[src/gdo_pkg.sv]
// gdo_pkg: shared constants, types and calendar helpers for the date offset block
`timescale 1ns / 1ps

package gdo_pkg;

  // calendar limits and field widths
  localparam int unsigned MAX_YEAR  = 9999;
  localparam int unsigned DAY_W     = 5;
  localparam int unsigned MON_W     = 4;
  localparam int unsigned YEAR_W    = 14;
  localparam int unsigned OFF_W     = 21;
  localparam int unsigned SERIAL_W  = 22;

  // internal widths: year counter covers the largest offset past MAX_YEAR
  localparam int unsigned YR_W  = $clog2(MAX_YEAR + 3000);
  localparam int unsigned SER_W = $clog2(MAX_YEAR * 366 + 1);
  localparam int unsigned ACC_W = ((SER_W > OFF_W) ? SER_W : OFF_W) + 2;

  // day counts of the 400/100/4/1 year periods
  localparam int unsigned DAYS_400Y = 146097;
  localparam int unsigned DAYS_100Y = 36524;
  localparam int unsigned DAYS_4Y   = 1461;
  localparam int unsigned DAYS_1Y   = 365;
  localparam int unsigned CYC_100Y  = 3;
  localparam int unsigned CYC_4Y    = 24;
  localparam int unsigned CYC_1Y    = 3;
  localparam int unsigned MONTHS    = 12;

  typedef logic signed [ACC_W-1:0] acc_t;

  typedef enum logic [3:0] {
    ST_IDLE,
    ST_Y400,
    ST_Y100,
    ST_Y4,
    ST_Y1,
    ST_MON,
    ST_DAY,
    ST_TGT,
    ST_CHK,
    ST_D400,
    ST_D100,
    ST_D4,
    ST_D1,
    ST_DMON,
    ST_DONE
  } gdo_state_e;

  // result of one request, handed from the core to the output register
  typedef struct packed {
    logic [DAY_W-1:0]    day;
    logic [MON_W-1:0]    month;
    logic [YEAR_W-1:0]   year;
    logic [SERIAL_W-1:0] serial;
    logic                date_valid;
    logic                range_error;
  } gdo_res_t;

  // length of a month, zero for a month code outside 1..12
  function automatic logic [DAY_W-1:0] gdo_month_len(input logic [MON_W-1:0] m,
                                                     input logic leap);
    logic [DAY_W-1:0] n;
    case (m) inside
      4'd1, 4'd3, 4'd5, 4'd7, 4'd8, 4'd10, 4'd12: n = 5'd31;
      4'd4, 4'd6, 4'd9, 4'd11:                    n = 5'd30;
      4'd2:                                       n = leap ? 5'd29 : 5'd28;
      default:                                    n = '0;
    endcase
    return n;
  endfunction

endpackage

[src/gdo_alu.sv]
// gdo_alu: shared add/subtract unit with sign flag for the date sequencer
`timescale 1ns / 1ps

module gdo_alu (
  input  gdo_pkg::acc_t a_i,
  input  gdo_pkg::acc_t b_i,
  input  logic          sub_i,
  output gdo_pkg::acc_t sum_o,
  output logic          neg_o
);
  import gdo_pkg::*;

  // one adder, operand inverted for subtract
  assign sum_o = sub_i ? (a_i - b_i) : (a_i + b_i);
  assign neg_o = sum_o[ACC_W-1];

endmodule

[src/gdo_core.sv]
// gdo_core: sequencer and datapath registers that step dates through the shared adder
`timescale 1ns / 1ps

module gdo_core (
  input  logic                               clk_i,
  input  logic                               rst_ni,
  input  logic                               in_valid_i,
  output logic                               in_ready_o,
  input  logic [gdo_pkg::DAY_W-1:0]          in_day_i,
  input  logic [gdo_pkg::MON_W-1:0]          in_month_i,
  input  logic [gdo_pkg::YEAR_W-1:0]         in_year_i,
  input  logic signed [gdo_pkg::OFF_W-1:0]   day_offset_i,
  output logic                               res_valid_o,
  input  logic                               res_take_i,
  output gdo_pkg::gdo_res_t                  res_o
);
  import gdo_pkg::*;

  gdo_state_e state_q, state_d;

  logic [DAY_W-1:0]        day_q, day_d;
  logic [MON_W-1:0]        mlim_q, mlim_d;
  logic [MON_W-1:0]        mon_q, mon_d;
  logic signed [OFF_W-1:0] off_q, off_d;
  logic [YR_W-1:0]         yr_q, yr_d;
  logic [SER_W-1:0]        ser_q, ser_d;
  acc_t                    acc_q, acc_d;
  logic [1:0]              n100_q, n100_d;
  logic [4:0]              n4_q, n4_d;
  logic [1:0]              n1_q, n1_d;
  logic                    valid_q, valid_d;
  logic                    rerr_q, rerr_d;

  acc_t                    alu_a, alu_b, alu_sum;
  logic                    alu_sub, alu_neg;
  logic                    leap;
  logic [DAY_W-1:0]        mlen_cur;
  logic                    bad_head;

  gdo_alu u_alu (
    .a_i   (alu_a),
    .b_i   (alu_b),
    .sub_i (alu_sub),
    .sum_o (alu_sum),
    .neg_o (alu_neg)
  );

  // leap year from the period counts: fourth year of a 4-year block,
  // except the last block of a century unless it is the fourth century
  assign leap     = (n1_q == 2'(CYC_1Y)) &&
                    ((n4_q != 5'(CYC_4Y)) || (n100_q == 2'(CYC_100Y)));
  assign mlen_cur = gdo_month_len(mon_q, leap);
  assign bad_head = (in_year_i == '0) || (32'(in_year_i) > MAX_YEAR) ||
                    (in_month_i == '0) || (32'(in_month_i) > MONTHS);

  // next state and datapath control
  always_comb begin
    state_d     = state_q;
    day_d       = day_q;
    mlim_d      = mlim_q;
    mon_d       = mon_q;
    off_d       = off_q;
    yr_d        = yr_q;
    ser_d       = ser_q;
    acc_d       = acc_q;
    n100_d      = n100_q;
    n4_d        = n4_q;
    n1_d        = n1_q;
    valid_d     = valid_q;
    rerr_d      = rerr_q;
    alu_a       = ACC_W'(ser_q);
    alu_b       = '0;
    alu_sub     = 1'b0;
    in_ready_o  = 1'b0;
    res_valid_o = 1'b0;

    case (state_q)
      ST_IDLE: begin
        in_ready_o = 1'b1;
        if (in_valid_i) begin
          day_d   = in_day_i;
          mlim_d  = in_month_i;
          off_d   = day_offset_i;
          yr_d    = YR_W'(in_year_i) - YR_W'(1);
          ser_d   = '0;
          n100_d  = '0;
          n4_d    = '0;
          n1_d    = '0;
          rerr_d  = 1'b0;
          valid_d = !bad_head;
          state_d = bad_head ? ST_DONE : ST_Y400;
        end
      end
      // serial number: walk the elapsed years down by period
      ST_Y400: begin
        alu_b = ACC_W'(DAYS_400Y);
        if (yr_q >= YR_W'(400)) begin
          ser_d = alu_sum[SER_W-1:0];
          yr_d  = yr_q - YR_W'(400);
        end else begin
          state_d = ST_Y100;
        end
      end
      ST_Y100: begin
        alu_b = ACC_W'(DAYS_100Y);
        if (yr_q >= YR_W'(100)) begin
          ser_d  = alu_sum[SER_W-1:0];
          yr_d   = yr_q - YR_W'(100);
          n100_d = n100_q + 2'd1;
        end else begin
          state_d = ST_Y4;
        end
      end
      ST_Y4: begin
        alu_b = ACC_W'(DAYS_4Y);
        if (yr_q >= YR_W'(4)) begin
          ser_d = alu_sum[SER_W-1:0];
          yr_d  = yr_q - YR_W'(4);
          n4_d  = n4_q + 5'd1;
        end else begin
          state_d = ST_Y1;
        end
      end
      ST_Y1: begin
        alu_b = ACC_W'(DAYS_1Y);
        if (yr_q != '0) begin
          ser_d = alu_sum[SER_W-1:0];
          yr_d  = yr_q - YR_W'(1);
          n1_d  = n1_q + 2'd1;
        end else if ((day_q == '0) || (day_q > gdo_month_len(mlim_q, leap))) begin
          valid_d = 1'b0;
          state_d = ST_DONE;
        end else begin
          mon_d   = MON_W'(1);
          state_d = ST_MON;
        end
      end
      // add the months before the input month
      ST_MON: begin
        alu_b = ACC_W'(mlen_cur);
        if (mon_q < mlim_q) begin
          ser_d = alu_sum[SER_W-1:0];
          mon_d = mon_q + MON_W'(1);
        end else begin
          state_d = ST_DAY;
        end
      end
      ST_DAY: begin
        alu_b   = ACC_W'(day_q);
        ser_d   = alu_sum[SER_W-1:0];
        state_d = ST_TGT;
      end
      // target serial number
      ST_TGT: begin
        alu_b   = ACC_W'(off_q);
        acc_d   = alu_sum;
        state_d = ST_CHK;
      end
      // before year one, else zero-based day count
      ST_CHK: begin
        alu_a   = acc_q;
        alu_b   = ACC_W'(1);
        alu_sub = 1'b1;
        if (acc_q[ACC_W-1] || (acc_q == '0)) begin
          rerr_d  = 1'b1;
          state_d = ST_DONE;
        end else begin
          acc_d   = alu_sum;
          yr_d    = YR_W'(1);
          n100_d  = '0;
          n4_d    = '0;
          n1_d    = '0;
          state_d = ST_D400;
        end
      end
      // result year: peel off periods from the day count
      ST_D400: begin
        alu_a   = acc_q;
        alu_b   = ACC_W'(DAYS_400Y);
        alu_sub = 1'b1;
        if (!alu_neg) begin
          acc_d = alu_sum;
          yr_d  = yr_q + YR_W'(400);
        end else begin
          state_d = ST_D100;
        end
      end
      ST_D100: begin
        alu_a   = acc_q;
        alu_b   = ACC_W'(DAYS_100Y);
        alu_sub = 1'b1;
        if (!alu_neg && (n100_q != 2'(CYC_100Y))) begin
          acc_d  = alu_sum;
          yr_d   = yr_q + YR_W'(100);
          n100_d = n100_q + 2'd1;
        end else begin
          state_d = ST_D4;
        end
      end
      ST_D4: begin
        alu_a   = acc_q;
        alu_b   = ACC_W'(DAYS_4Y);
        alu_sub = 1'b1;
        if (!alu_neg) begin
          acc_d = alu_sum;
          yr_d  = yr_q + YR_W'(4);
          n4_d  = n4_q + 5'd1;
        end else begin
          state_d = ST_D1;
        end
      end
      ST_D1: begin
        alu_a   = acc_q;
        alu_b   = ACC_W'(DAYS_1Y);
        alu_sub = 1'b1;
        if (!alu_neg && (n1_q != 2'(CYC_1Y))) begin
          acc_d = alu_sum;
          yr_d  = yr_q + YR_W'(1);
          n1_d  = n1_q + 2'd1;
        end else if (32'(yr_q) > MAX_YEAR) begin
          rerr_d  = 1'b1;
          state_d = ST_DONE;
        end else begin
          mon_d   = MON_W'(1);
          state_d = ST_DMON;
        end
      end
      // result month: peel off whole months
      ST_DMON: begin
        alu_a   = acc_q;
        alu_b   = ACC_W'(mlen_cur);
        alu_sub = 1'b1;
        if (!alu_neg && (mon_q != MON_W'(MONTHS))) begin
          acc_d = alu_sum;
          mon_d = mon_q + MON_W'(1);
        end else begin
          state_d = ST_DONE;
        end
      end
      ST_DONE: begin
        res_valid_o = 1'b1;
        if (res_take_i) begin
          state_d = ST_IDLE;
        end
      end
      default: begin
        state_d = ST_IDLE;
      end
    endcase
  end

  // result fields: zeroed on an invalid date; day, month and year zeroed on a range error
  always_comb begin
    res_o             = '0;
    res_o.date_valid  = valid_q;
    res_o.range_error = valid_q && rerr_q;
    if (valid_q) begin
      res_o.serial = SERIAL_W'(ser_q);
    end
    if (valid_q && !rerr_q) begin
      res_o.day   = acc_q[DAY_W-1:0] + DAY_W'(1);
      res_o.month = mon_q;
      res_o.year  = YEAR_W'(yr_q);
    end
  end

  // sequencer state
  always_ff @(posedge clk_i or negedge rst_ni) begin
    if (!rst_ni) begin
      state_q <= ST_IDLE;
    end else begin
      state_q <= state_d;
    end
  end

  // datapath registers
  always_ff @(posedge clk_i) begin
    day_q   <= day_d;
    mlim_q  <= mlim_d;
    mon_q   <= mon_d;
    off_q   <= off_d;
    yr_q    <= yr_d;
    ser_q   <= ser_d;
    acc_q   <= acc_d;
    n100_q  <= n100_d;
    n4_q    <= n4_d;
    n1_q    <= n1_d;
    valid_q <= valid_d;
    rerr_q  <= rerr_d;
  end

endmodule

[src/gregorian_date_offset.sv]
// gregorian_date_offset: top level with request handshake and output register
`timescale 1ns / 1ps

// Moves a Gregorian date by a signed day offset and reports the serial day of
// the input date (1 January of year 1 is day 1). One request is worked at a
// time: in_ready_o is high only while the sequencer is idle. The single shared
// adder walks 400-, 100-, 4- and 1-year periods and then months, once to build
// the serial number and once to take the moved date apart, so years near 9999
// take longest; an invalid month or year skips the walk. A finished result sits
// in an output register, so the next request is taken while it waits for
// out_ready_i.
module gregorian_date_offset (
  input  logic                             clk_i,
  input  logic                             rst_ni,
  input  logic                             in_valid_i,
  output logic                             in_ready_o,
  input  logic [gdo_pkg::DAY_W-1:0]        in_day_i,
  input  logic [gdo_pkg::MON_W-1:0]        in_month_i,
  input  logic [gdo_pkg::YEAR_W-1:0]       in_year_i,
  input  logic signed [gdo_pkg::OFF_W-1:0] day_offset_i,
  output logic                             out_valid_o,
  input  logic                             out_ready_i,
  output logic [gdo_pkg::DAY_W-1:0]        out_day_o,
  output logic [gdo_pkg::MON_W-1:0]        out_month_o,
  output logic [gdo_pkg::YEAR_W-1:0]       out_year_o,
  output logic [gdo_pkg::SERIAL_W-1:0]     serial_day_o,
  output logic                             date_valid_o,
  output logic                             range_error_o
);
  import gdo_pkg::*;

  gdo_res_t res, res_q;
  logic     res_valid, res_take;
  logic     out_valid_q;

  gdo_core u_core (
    .clk_i        (clk_i),
    .rst_ni       (rst_ni),
    .in_valid_i   (in_valid_i),
    .in_ready_o   (in_ready_o),
    .in_day_i     (in_day_i),
    .in_month_i   (in_month_i),
    .in_year_i    (in_year_i),
    .day_offset_i (day_offset_i),
    .res_valid_o  (res_valid),
    .res_take_i   (res_take),
    .res_o        (res)
  );

  // load the output register when it is empty or being drained
  assign res_take = res_valid && (!out_valid_q || out_ready_i);

  always_ff @(posedge clk_i or negedge rst_ni) begin
    if (!rst_ni) begin
      out_valid_q <= 1'b0;
    end else if (res_take) begin
      out_valid_q <= 1'b1;
    end else if (out_ready_i) begin
      out_valid_q <= 1'b0;
    end
  end

  always_ff @(posedge clk_i) begin
    if (res_take) begin
      res_q <= res;
    end
  end

  assign out_valid_o   = out_valid_q;
  assign out_day_o     = res_q.day;
  assign out_month_o   = res_q.month;
  assign out_year_o    = res_q.year;
  assign serial_day_o  = res_q.serial;
  assign date_valid_o  = res_q.date_valid;
  assign range_error_o = res_q.range_error;

endmodule
[config.mk]
export PLATFORM = sky130hd
export DESIGN_NAME = gregorian_date_offset
export DESIGN_NICKNAME = d
export VERILOG_FILES = /design/src/gdo_pkg.sv /design/src/gdo_alu.sv /design/src/gdo_core.sv /design/src/gregorian_date_offset.sv
export SDC_FILE = /design/constraint.sdc
export NUM_CORES = 1
export LEC_CHECK = 0
export CORE_ASPECT_RATIO = 0.5
export CORE_MARGIN = 1.5
export CORE_UTILIZATION = 55
export DETAILED_ROUTE_END_ITERATION = 7
export DONT_BUFFER_PORTS = 1
export GPL_ROUTABILITY_DRIVEN = 0
export HOLD_SLACK_MARGIN = 0.08
export PLACE_DENSITY = 0.66
export SLEW_MARGIN = 20
export SYNTH_ARGS = -nofsm -noshare
export SYNTH_HDL_FRONTEND = slang
export SYNTH_SLANG_ARGS = --single-unit
[constraint.sdc]
create_clock -name clk_i -period 7.7 [get_ports clk_i]
set_input_delay 0.77 -clock clk_i [delete_from_list [all_inputs] [get_ports clk_i]]
set_output_delay 0.77 -clock clk_i [all_outputs]
set_load 0.03 [all_outputs]
# --- Yosys cells after proc, flatten, opt, wreduce, memory -nomap -nowiden ---
# Index checks and enable logic that the tools add are counted.
op_classes:
  add_sub_neg: 16
  magnitude_cmp: 8
  eq_ne: 73
  muxes: 87
  n_reduce_logical: 56
ops:
  columns: ["cell", "count"]
  rows:
  - ["one-hot mux 24 bit (8 select lines)", 1]
  - ["two-way mux 24 bit", 7]
  - ["one-hot mux 22 bit (7 select lines)", 1]
  - ["one-hot mux 24 bit (6 select lines)", 1]
  - ["two-way mux 14 bit", 10]
  - ["one-hot mux 14 bit (10 select lines)", 1]
  - ["two-way mux 22 bit", 6]
  - ["two-way mux 4 bit", 20]
  - ["== test 4 bit (second input constant)", 17]
  - ["two-way mux 5 bit", 12]
  - ["one-hot mux 4 bit (15 select lines)", 1]
  - ["== test 4 x 3 -> 1 bit (second input constant)", 12]
  - ["inequality test 2 bit (second input constant)", 18]
  - ["> comparator 14 bit (second input constant)", 2]
  - ["subtractor 14 x 1 -> 14 bit (second input constant)", 2]
  - ["inequality test 2 x 1 -> 1 bit (second input constant)", 13]
  - ["adder 24 bit", 1]
  - ["== test 4 x 2 -> 1 bit (second input constant)", 6]
  - ["zero test 24 bit", 1]
  - ["subtractor 24 bit", 1]
  - ["one-hot mux 5 bit (4 select lines)", 1]
  - ["AND reduction 5 bit", 4]
  - ["one-hot mux 2 bit (4 select lines)", 2]
  - ["one-hot mux 4 bit (4 select lines)", 1]
  - ["49 further kinds", 99]
word_totals:
  reg_bits: 157
  inputBits: 48
  output_inout_bits: 49
  wordCells: 260

# --- Depth between registers and ports, before layout ---
depth:
  ltp_word: 14
  ltp_mapped: 25
  mapped_depth_nobuf: 24

# --- Hierarchy ---
# Synthesis repeated with hierarchy kept, for this count alone.
unflattened:
  hier_cells: 1194
  hier_area_um2: 11464.7
by_module_without_submodules:
  columns: ["module", "instances", "cells_each", "area_each_um2", "seq_area_each_um2"]
  rows:
  - ["gdo_core", 1, 879, 8194.1, 3253.1]
  - ["gdo_alu", 1, 264, 1815.5, 0.0]
  - ["gregorian_date_offset", 1, 51, 1455.1, 1436.4]

# --- Least setup slack after synthesis ---
# Ideal clock, no wire load.
synth_path:
  path_type: "reg2reg"
  from: "reg u_core.state_q[0]"
  to: "reg u_core.acc_q[0] (enable)"
  setup_time_ns: 0.404
  arrival_ns: 5.474
  required_ns: 7.296
  setup_slack_ns: 1.823
  path_stages_with_launch: 25
  path_cell_list: "dfrtp_1 -> buf_4 -> and3b_1 -> buf_6 -> and2_0 -> a211o_1 -> nor3_4 -> ha_1 -> inv_1 -> nor2_1 -> and3b_1 -> nand2_1 -> a2111oi_0 -> a31oi_1 -> ha_1 -> o21ai_1 -> a211oi_2 -> a221oi_1 -> a21oi_1 -> o21ai_0 -> o211a_1 -> or3_1 -> buf_6 -> a32oi_4 -> a211oi_2"
synth_via:
  elab_chain_len: 9
  word_cells_on_any_way: 37
  classes_between: "add/sub: 2; eq/ne: 18; mux: 4; reduce/logical: 13"
synth_lines:
  columns: ["element", "line", "rtl"]
  rows:
  - ["start: declaration", "gdo_core.sv:19", "gdo_state_e state_q, state_d;"]
  - ["start signal: assignment", "gdo_core.sv:272", "state_q <= state_d;"]
  - ["== test 4 x 3 -> 1 bit (tied with other cells)", "gdo_core.sv:77", "case (state_q)"]
  - ["OR reduction 2 bit (no source line) or OR reduction 6 bit (tied branches)", null, null]
  - ["one-hot mux 24 bit (8 select lines) or two-way mux 24 bit (tied branches)", "gdo_core.sv:77", null]
  - ["adder 24 bit or subtractor 24 bit (tied branches)", "gdo_alu.sv:14", "assign sum_o = sub_i ? (a_i - b_i) : (a_i + b_i);"]
  - ["two-way mux 24 bit", "gdo_alu.sv:14", null]
  - ["zero test 1 bit", null, null]
  - ["logical AND 1 bit, on equally long branches", "gdo_core.sv:233, gdo_core.sv:192, gdo_core.sv:216", null]
  - ["inequality test 2 x 1 -> 1 bit (no source line)", null, null]
  - ["AND reduction 6 bit (no source line) *", null, null]
  - ["end signal: assignment", "gdo_core.sv:284", "acc_q <= acc_d;"]
  - ["end: declaration", "gdo_core.sv:27", "acc_t acc_q, acc_d;"]
# Every way passes the cells marked *; elsewhere a longest branch is shown, timed or not.
# A chain may end at the register's enable or synchronous reset.

# --- Worst setup path after layout ---
layout_path:
  from: "reg u_core.state_q[0]"
  to: "reg u_core.yr_q[10] (enable)"
layout_via:
  elab_chain_len: 9
  word_cells_on_any_way: 41
  classes_between: "add/sub: 2; eq/ne: 23; mux: 4; reduce/logical: 12"
layout_lines:
  columns: ["element", "line", "rtl"]
  rows:
  - ["== test 4 x 3 -> 1 bit (tied with other cells)", "gdo_core.sv:77", null]
  - ["OR reduction 2 bit (no source line) or OR reduction 6 bit (tied branches)", null, null]
  - ["one-hot mux 24 bit (8 select lines) or two-way mux 24 bit (tied branches)", "gdo_core.sv:77", null]
  - ["adder 24 bit or subtractor 24 bit (tied branches)", "gdo_alu.sv:14", null]
  - ["two-way mux 24 bit", "gdo_alu.sv:14", null]
  - ["zero test 1 bit", null, null]
  - ["logical AND 1 bit, on equally long branches", "gdo_core.sv:192, gdo_core.sv:216", null]
  - ["inequality test 2 x 1 -> 1 bit (no source line)", null, null]
  - ["AND reduction 11 bit (no source line) *", null, null]
  - ["end signal: assignment", "gdo_core.sv:282", "yr_q <= yr_d;"]
  - ["end: declaration", "gdo_core.sv:25", "logic [YR_W-1:0] yr_q, yr_d;"]
# Marks and branches as above.

==> impl_results.md <==
- Tmin final: 7.01 ns
- DR DRC count: 0
- Cells after Synth: 1,229
- Required time of the critical path: 7.86 ns
- Number of synthesized flops with an enable pin: 152
- Site Rows: 36
- Critical path class: flip-flop to flip-flop
- Drt via density: 6.41
- Commonest non-fill, non-tap cell in the layout: nand2_1
- Die height: 104 microns
- PortBufs: 0
- CP delay by family, top: compound AO/OA/AOI/OAI gates
- Main synth FF type: edfxtp_1
- Startpoint Class: flip-flop
- Crit-path slowest cell: dfrtp_1
- Max stage delay on crit path: 0.87 ns
- Layout cell share with drive strength beyond 1: 6.21%
- Highest Clock Rate: 0.143 GHz
- Detailed-route wire length per cell: 21.2 microns
- Routed WL: 31.5 mm
- Area growth, synth to finish: 7.67%
- All-Layer GR Usage: 30.2%
- Crit Path Max Fanout: 25
- Longest Clk Path Bufs: 2
- Critical path, cell by cell: o21ai_0, o32ai_1, nand3_1, nor2_1, nand4b_1, nor3_4, o21ai_0, a21oi_1, a211oi_2, ha_1, a21oi_1, nand2_1, a221oi_1, a21oi_1, o21ai_0, o211a_1, or3_1, a32oi_4, nor3_1, buf_4
- Root buffer cell: clkbuf_16
- Largest net degree at the start of global routing: 48
- H-tree depth: 4
- Clk slew on worst S/H paths: 0.07 ns
- Overflow after GRT: 0
- DP HPWL: 23.8 mm
- Die ar.: 21,400 sq um
- Starting Density: 57.0%
- Buffers and inverters on the worst path: 1
- #FFs+latches synth: 157
- Synth Area per Inst: 9.18 sq um
- Clk Latency, worst-skew pair: 0.45 ns
- Hold Vio Cnt, Final: 0
- CTS resizes: 0
- CTS Buf Count: 17
- Die Wd: 206 microns
- Arr. time, crit path: 7.16 ns
- Final max-slew violation count: 0
- Vias in the first global route: 8,997
- Worst slew pin tran: 1.13 ns
- TritonCTS clock tree: yes
- Most frequent cells in the layout: nand2_1, edfxtp_1, nor2_1
- RSZ-0062 raised after global routing: false
- Worst min path class: primary input to flip-flop
- Initial antenna violation count: 0
- Final Setup Violations: 0
- Final core occ: 61.4%
- Number of I/O pins: 97
- Yosys warnings: 0
- Core area: 19,800 sq um
- Iter 0 DRT Violations: 1,052
- Syn nets: 1,345
- Netlist cell types: 81
- Worst Clk Skew: 0.0112 ns
- Status: completed
- Nets: 1,328
- Synth Cell Area: 11,300 sq um
- Final setup margin: 0.693 ns
- ANT cells: 0
- Setup crit end kind: flip-flop
- Seq/Total Area, Yosys: 41.6%
- Antenna-violating nets left: 0
- Number of max-cap violations: 0
- Place WS: 1.02 ns
- First-pass GRT wire length: 49.5 mm
- Tcrit/Tclk final: 91.0%
- Via count: 9,552
- TritonRoute pass-1 iters: 5
- Rel. slew slack: 22.7%
- Clock sink count: 157
- Synth async-reset ratio: 3.18%
- Setup TNS: 0 ns
==> synth_stat cells (all sizes together) (17+ instances only) <==
master / instances / area (sq um)
a211oi: 18 / 150
a21oi: 77 / 385
a31oi: 17 / 121
and2: 57 / 357
buf: 18 / 105
clkbuf: 34 / 129
edfxtp: 152 / 4560
ha: 66 / 826
inv: 45 / 169
nand2: 160 / 601
nand3: 39 / 195
nor2: 121 / 462
nor2b: 18 / 113
nor3: 43 / 238
o21ai: 68 / 344
xnor2: 42 / 368
xor2: 28 / 245
==> final timing paths <==
check	slack [ns]	end	startpoint	cells after the start
max	0.69	u_core.yr_q[10]	u_core.state_q[0]	20
min	0.41	u_core.off_q[5]	day_offset_i[5]	0
max reg2reg	0.69	u_core.yr_q[10]	u_core.state_q[0]	20
min reg2reg	0.56	serial_day_o[9]	u_core.ser_q[9]	1
max in group asynchronous	6.83	u_core.state_q[2]	rst_ni	1
min in group asynchronous	0.63	u_core.state_q[1]	rst_ni	1
==> worst reg2reg max path, delay by kind of cell (launching register included) <==
family / cells / cell delay [ns]
AND/OR/NAND/NOR: 7 / 2.09
AO/OA/AOI/OAI: 11 / 3.10
buffers and inverters: 1 / 0.27
flip-flops: 1 / 0.87
adder cells (fa/ha/maj): 1 / 0.37
==> metrics by stage <==
step	cells	hold WS, ns	cell area (sq um)
global route	1490	0.392	12100
finish	1490	0.405	12100
detailed placement	1458	0.475	11500
floorplan	1229	0.474	11300
global placement	1458	0.475	11500
CTS	1490	0.397	12100
==> layout make-up <==
type	instances	area, sq um
clock buffers	17	425
clock inverters	14	199
fillers	1693	7630
inverters	45	169
multi-input cells	975	6200
flip-flops and latches	157	4690
well taps	266	333
repair buffers	16	123
==> repair_timing <==
action	4_1_cts	5_1_grt
setup buffers	0	0
endpoints found under the hold margin	5	0
hold buffers	1	0
==> registers in the layout (all words and copies together), names as in the netlist, 2 cells and up <==
| register | cells |
|---|---|
| u_core.acc_q | 24 |
| u_core.mon_q | 4 |
| out_day_o | 5 |
| u_core.n4_q | 5 |
| u_core.n100_q | 2 |
| u_core.yr_q | 14 |
| out_month_o | 4 |
| u_core.state_q | 4 |
| u_core.ser_q | 22 |
| u_core.off_q | 21 |
| u_core.n1_q | 2 |
| u_core.mlim_q | 4 |
| u_core.day_q | 5 |
| out_year_o | 14 |
| serial_day_o | 22 |
==> per-layer routing <==
| metal | GRT usage, % | part of all wire (%) | vias to the layer above | wire length, microns |
|---|---|---|---|---|
| met2 | 46.3 | 45 | 476 | 14200 |
| met4 | 13.5 | 3.8 | 0 | 1200 |
| met1 | 40.6 | 43 | 4508 | 13400 |
| li1 | - | - | 4478 | - |
| met5 | 0 | 0 | - | 0 |
| met3 | 6.92 | 8.5 | 90 | 2700 |
==> cell families (layout without fill, tap and decap cells) <==
family,Yosys count,count (layout),synth area share (%)
flops,157,157,41.6
simple gates,522,522,22.6
mux,12,12,1.09
compound gates,303,303,18.1
xor+xnor,70,70,5.44
buf+inv,97,92,3.57
fa+ha+maj,68,68,7.68
Power is not shown: default switching activity piles up to over one toggle a cycle in this logic, so the estimate is an artifact.
